==> config.mk <==
export PLATFORM = sky130hd
export DESIGN_NAME = tli_div
export DESIGN_NICKNAME = d
export VERILOG_FILES = /design/src/design/tli_pkg.sv /design/src/design/tli_div.sv
export SDC_FILE = /design/constraint.sdc
export NUM_CORES = 1
export LEC_CHECK = 0
export ABC_AREA = 1
export BUFFER_PORTS_ARGS = -buffer_cell sky130_fd_sc_hd__clkbuf_2
export CAP_MARGIN = 20
export CORE_MARGIN = 5
export CORE_UTILIZATION = 40
export DETAILED_ROUTE_END_ITERATION = 16
export PLACE_DENSITY = 0.64
export SLEW_MARGIN = 10
export SYNTH_ARGS = -nofsm -noshare
export SYNTH_HDL_FRONTEND = slang
export SYNTH_SLANG_ARGS = --single-unit
==> constraint.sdc <==
create_clock -name clk -period 3.05 [get_ports clk]
set_input_delay 0.61 -clock clk [delete_from_list [all_inputs] [get_ports clk]]
set_output_delay 0.61 -clock clk [all_outputs]
set_load 0.1 [all_outputs]
==> src/design/tli_pkg.sv <==
// shared types and constants of the table linear interpolator
// no dependencies
package tli_pkg;

  localparam int MAX_POINTS = 1024;
  localparam int IDX_W      = $clog2(MAX_POINTS);
  localparam int CNT_W      = $clog2(MAX_POINTS + 1);
  localparam int DATA_W     = 32;
  localparam int PROD_W     = 2 * DATA_W + 1;
  localparam int QFRAC_W    = 40;
  localparam int QUOT_W     = QFRAC_W + 1;

  localparam logic [CNT_W-1:0] MAX_CNT = CNT_W'(MAX_POINTS);

  localparam logic [2:0] ST_OK    = 3'd0;
  localparam logic [2:0] ST_BELOW = 3'd1;
  localparam logic [2:0] ST_ABOVE = 3'd2;
  localparam logic [2:0] ST_ZERO  = 3'd3;
  localparam logic [2:0] ST_FEW   = 3'd4;

  localparam logic KIND_WRITE = 1'b0;
  localparam logic KIND_QUERY = 1'b1;

  typedef enum logic [3:0] {
    S_IDLE, S_SRCH, S_SCMP, S_SEL, S_RD0, S_RD1, S_CAP,
    S_CALC, S_MUL, S_DIVS, S_DIVW, S_EMIT
  } tli_state_t;

endpackage

==> src/design/tli_div.sv <==
// multicycle rounding divider: magnitude product over segment width
// depends on tli_pkg
module tli_div (
  input  logic                        clk,
  input  logic                        rst_n,
  input  logic                        start,
  input  logic [tli_pkg::PROD_W-1:0]  dividend,
  input  logic [tli_pkg::DATA_W-1:0]  divisor,
  output logic                        done,
  output logic [tli_pkg::QUOT_W-1:0]  quotient
);
  import tli_pkg::*;

  logic [DATA_W-1:0]  rem_r, rem_nxt;
  logic [QFRAC_W-1:0] sh_r, sh_nxt;
  logic [5:0]         cnt_r, cnt_nxt;
  logic               busy_r, busy_nxt;
  logic               fin_r, fin_nxt;
  logic               ovf_r, ovf_nxt;
  logic [DATA_W:0]    trial;
  logic [DATA_W:0]    rem2;
  logic               ovf;

  // quotient would reach 2^40
  assign ovf  = {7'd0, dividend} >= {divisor, QFRAC_W'(0)};
  assign trial = {rem_r, sh_r[QFRAC_W-1]};
  assign rem2  = {rem_r, 1'b0};

  always_comb begin
    rem_nxt  = rem_r;
    sh_nxt   = sh_r;
    cnt_nxt  = cnt_r;
    busy_nxt = busy_r;
    fin_nxt  = 1'b0;
    ovf_nxt  = ovf_r;
    if (start) begin
      ovf_nxt  = ovf;
      rem_nxt  = DATA_W'(dividend[PROD_W-1:QFRAC_W]);
      sh_nxt   = dividend[QFRAC_W-1:0];
      cnt_nxt  = 6'(QFRAC_W);
      busy_nxt = !ovf;
      fin_nxt  = ovf;
    end else if (busy_r) begin
      if (trial >= {1'b0, divisor}) begin
        rem_nxt = DATA_W'(trial - {1'b0, divisor});
        sh_nxt  = {sh_r[QFRAC_W-2:0], 1'b1};
      end else begin
        rem_nxt = trial[DATA_W-1:0];
        sh_nxt  = {sh_r[QFRAC_W-2:0], 1'b0};
      end
      cnt_nxt = cnt_r - 6'd1;
      if (cnt_r == 6'd1) begin
        busy_nxt = 1'b0;
        fin_nxt  = 1'b1;
      end
    end
  end

  always_ff @(posedge clk) begin
    if (!rst_n) begin
      busy_r <= 1'b0;
      fin_r  <= 1'b0;
    end else begin
      busy_r <= busy_nxt;
      fin_r  <= fin_nxt;
    end
    rem_r <= rem_nxt;
    sh_r  <= sh_nxt;
    cnt_r <= cnt_nxt;
    ovf_r <= ovf_nxt;
  end

  assign done = fin_r;
  // round half away from zero on the magnitude
  always_comb begin
    if (ovf_r) quotient = {1'b1, QFRAC_W'(0)};
    else if (rem2 >= {1'b0, divisor}) quotient = {1'b0, sh_r} + QUOT_W'(1);
    else quotient = {1'b0, sh_r};
  end

endmodule

==> reports/qor.csv <==
metric;value;unit
ys async rst share;0;%
DR vias;10400;
post-route ant nets;0;
WHS;0.476;ns
Placed Cells;1956;
Hold Path Depth;3;
min Tclk post-route;3.22;ns
deepest clock path buffer count;2;
n_diodes;0;
switching power;2.33;mW
PwrDens;413;nW/um^2
initial core utilization;40.7;%
Setup-failing EPs final;42;
final core area utilization;60.4;%
part of the power in registers;27.0;%
largest net degree at the start of global routing;75;
drt first-iter violations;748;
die width;159;um
critical path peak fanout;8;
fin crit share;106;%
Tot Pwr;5.47;mW
Final Hold Fails;0;
htree depth;3;
Max-Cap Viols;0;
violated checks;setup timing;
core footprint;21900;sq um
CTS tree;done;
layout cell share with drive strength beyond 1;30.7;%
Fillers;2114;
Mean Syn Cell Area;6.04;sq um
unrepaired setup endpoints after global routing;yes;
first-pass GRT wire length;53.0;mm
Int Power;3.14;mW
GPL Wtd Cong;0.946;
number of cells on the critical path;15;
Most used DFF post-synth;edfxtp_1;
Req. time, crit path;2.44;ns
Max-Slew Margin vs Limit;44.6;%
Total Nets Final;1887;
slowest stage cell on the critical path;edfxtp_1;
sequence of cells on the critical path;ha_4, nand2_2, nand2_4, inv_2, nand2_2, nand2_2, nand2_4, a21oi_4, nand3_4, buf_12, buf_16, nand3_2, nand2_2, nor2_4, buf_12;
area of the multi-input gates;6830;sq um
clk_lat worst skew;0.36;ns
router iterations before antenna repair;5;
Std-Cell Rows;54;
Hold Crit Class;input pin to flip-flop;
Worst Path Class, Setup;flip-flop to output port;
Max IR drop VDD;0.257;mV
Setup crit start kind;flip-flop;
wire length per cell;16.5;um
critical path arrival;2.61;ns
DIE AREA;25400;sq um
synthesis-stage register bit count;81;
Clk pin slew, worst setup/hold paths;0.07;ns
die height;159;um
number of buffers created by CTS;9;
fmax;310;MHz
CTS sink cnt;81;
# IOs;142;
DP HPWL;25.8;mm
Post-Place Setup Slack;-0.162;ns
Seq/Total Area, Yosys;25.6;%
delay of the slowest critical-path stage;0.43;ns
Worst-Margin Slew;0.830;ns
sw frac;42.7;%
P&R area growth vs syn;48.4;%
Overall Global Routing Usage;25.4;%
post-synthesis cell count;1475;
storage element area;2280;sq um
CP Buf/Inv Count;4;
Static Leak;6.35;nW
Port Buffer Count;141;
Logic pwr share;51.8;%
Remaining DRCs;0;
vias in the first global route;10100;
cell family with most CP delay;simple AND/OR/NAND/NOR gates;
clock network fraction of total power;21.3;%
Final Max Slew Viols;0;
syn nets;1636;
Via density;5.15;
setup ws final;-0.171;ns
EDFF count, synth;66;
Routed WL;33.3;mm
Critical Path End Type;output port;
synth warn;0;
FF-to-FF path depth;25;
Synth Cell Area;8920;sq um
# hold bufs at CTS;0;
Crit path top cell by count;nand2_2;
outcome;complete, but fails checks;
distinct cell type count after synthesis;38;
clock skew;0.00887;ns
total gr overflow;0;
Root Buffer;clkbuf_16;
final cell count without fillers;2011;
initial antenna violation count;0;
-- area by class of cell --
type                            instances  share of cell area [%]
Clock buffer                           12                    2.02
Inverter                              233                    6.72
Clock inverter                          4                   0.246
Tap cell                              280                    2.65
Multi-Input combinational cell       1119                    51.6
Sequential cell                        81                    17.2
Timing Repair Buffer                  282                    19.5
-- layer usage --
layer  vias up  wire length, um  track usage (%)
li1       5219                -                -
met1      4784            15700             36.9
met2       321            14700             39.9
met3        33             2400             4.79
met4         0              413             4.50
met5         -                0                0
-- cell usage in the layout, fill, tap and decap left out, types with 21 or more instances in the layout --
cell type  Yosys  final
inv_1        230    192
xor2_1        27     27
buf_12         0     48
nand4_1       63     63
nor3_1        26     25
o21ai_0       42     40
nor2_1       157    137
ha_1          60     29
inv_2          3     35
ha_4           0     30
nand3_1      105     95
nand2_4        0     21
edfxtp_1      66     66
nand2_1      520    439
nand2_2        1     61
a21oi_1       70     31
clkbuf_2       0     99
buf_4          5    127
a21oi_4        1     29
-- cells in the mapped netlist, types with 2 or more instances --
cell type	number	area, sq um
nand2_1	520	1950
inv_1	230	863
nor2_1	157	589
nand3_1	105	526
a21oi_1	70	350
edfxtp_1	66	1980
nand4_1	63	394
ha_1	60	751
o21ai_0	42	210
xor2_1	27	236
nor3_1	26	130
clkbuf_1	21	78.8
dfxtp_1	15	300
xnor2_1	13	114
buf_1	9	33.8
and2_1	8	50.1
buf_4	5	37.5
o21ai_1	5	25.0
buf_6	4	45.0
buf_2	3	15.0
inv_2	3	11.3
nand3b_1	3	22.5
and3_1	2	12.5
nor3_2	2	20.0
o21a_1	2	15.0
o21bai_1	2	15.0
-- power groups by stage --
stage          combinational, mW  sequential (mW)  clock (mW)
2_1_floorplan               1.73             1.46           0
3_3_place_gp                2.57             1.49           0
3_5_place_dp                2.60             1.49           0
4_1_cts                     2.75             1.47        1.19
5_1_grt                     3.08             1.49        1.22
6_report                    2.83             1.48        1.16
-- worst register-to-register path, delay by kind of cell (launching register included) --
kind | cells | cell delay [ns]
compound gates | 1 | 0.12
fa+ha+maj | 1 | 0.26
buf+inv | 13 | 1.55
flops | 1 | 0.43
simple gates | 10 | 0.70
-- cells by family after synthesis --
family	synth area share [%]
buf+inv	12.2
fa+ha+maj	8.64
flops	25.6
simple gates	42.3
compound gates	7.33
xor+xnor	3.93
-- path summary, 6_finish.rpt --
check / to / start / slack, ns
setup / recovery: quotient[4] / rem_r[19]$_DFFE_PP_ / -0.17
hold / removal: busy_r$_SDFF_PN0_ / rst_n / 0.48
setup reg to reg: rem_r[29]$_SDFFE_PP0P_ / rem_r[23]$_DFFE_PP_ / -0.12
hold reg to reg: cnt_r[5]$_SDFFE_PP1P_ / cnt_r[5]$_SDFFE_PP1P_ / 0.49
-- through the flow --
step / setup TNS [ns] / cell area [sq um]
floorplan: -1.41 / 9910
detailed placement: -2.64 / 12200
finish: -5.59 / 13200
global route: -10.22 / 13200
CTS: -6.97 / 12900
global placement: -1.95 / 12200
-- state kept, by name (all words and copies together) (netlist names) --
signal,cells
cnt_r,6
done,1
rem_r,32
busy_r,1
sh_r,40
ovf_r,1
-- timing repair --
action / CTS / global route
pin swaps: 34 / 66
setup endpoints to repair: 41 / 43
resized for setup: 43 / 71
setup buffers: 23 / 11
cloned: 5 / 2
Note: power is estimated with default switching activity, not from simulation.
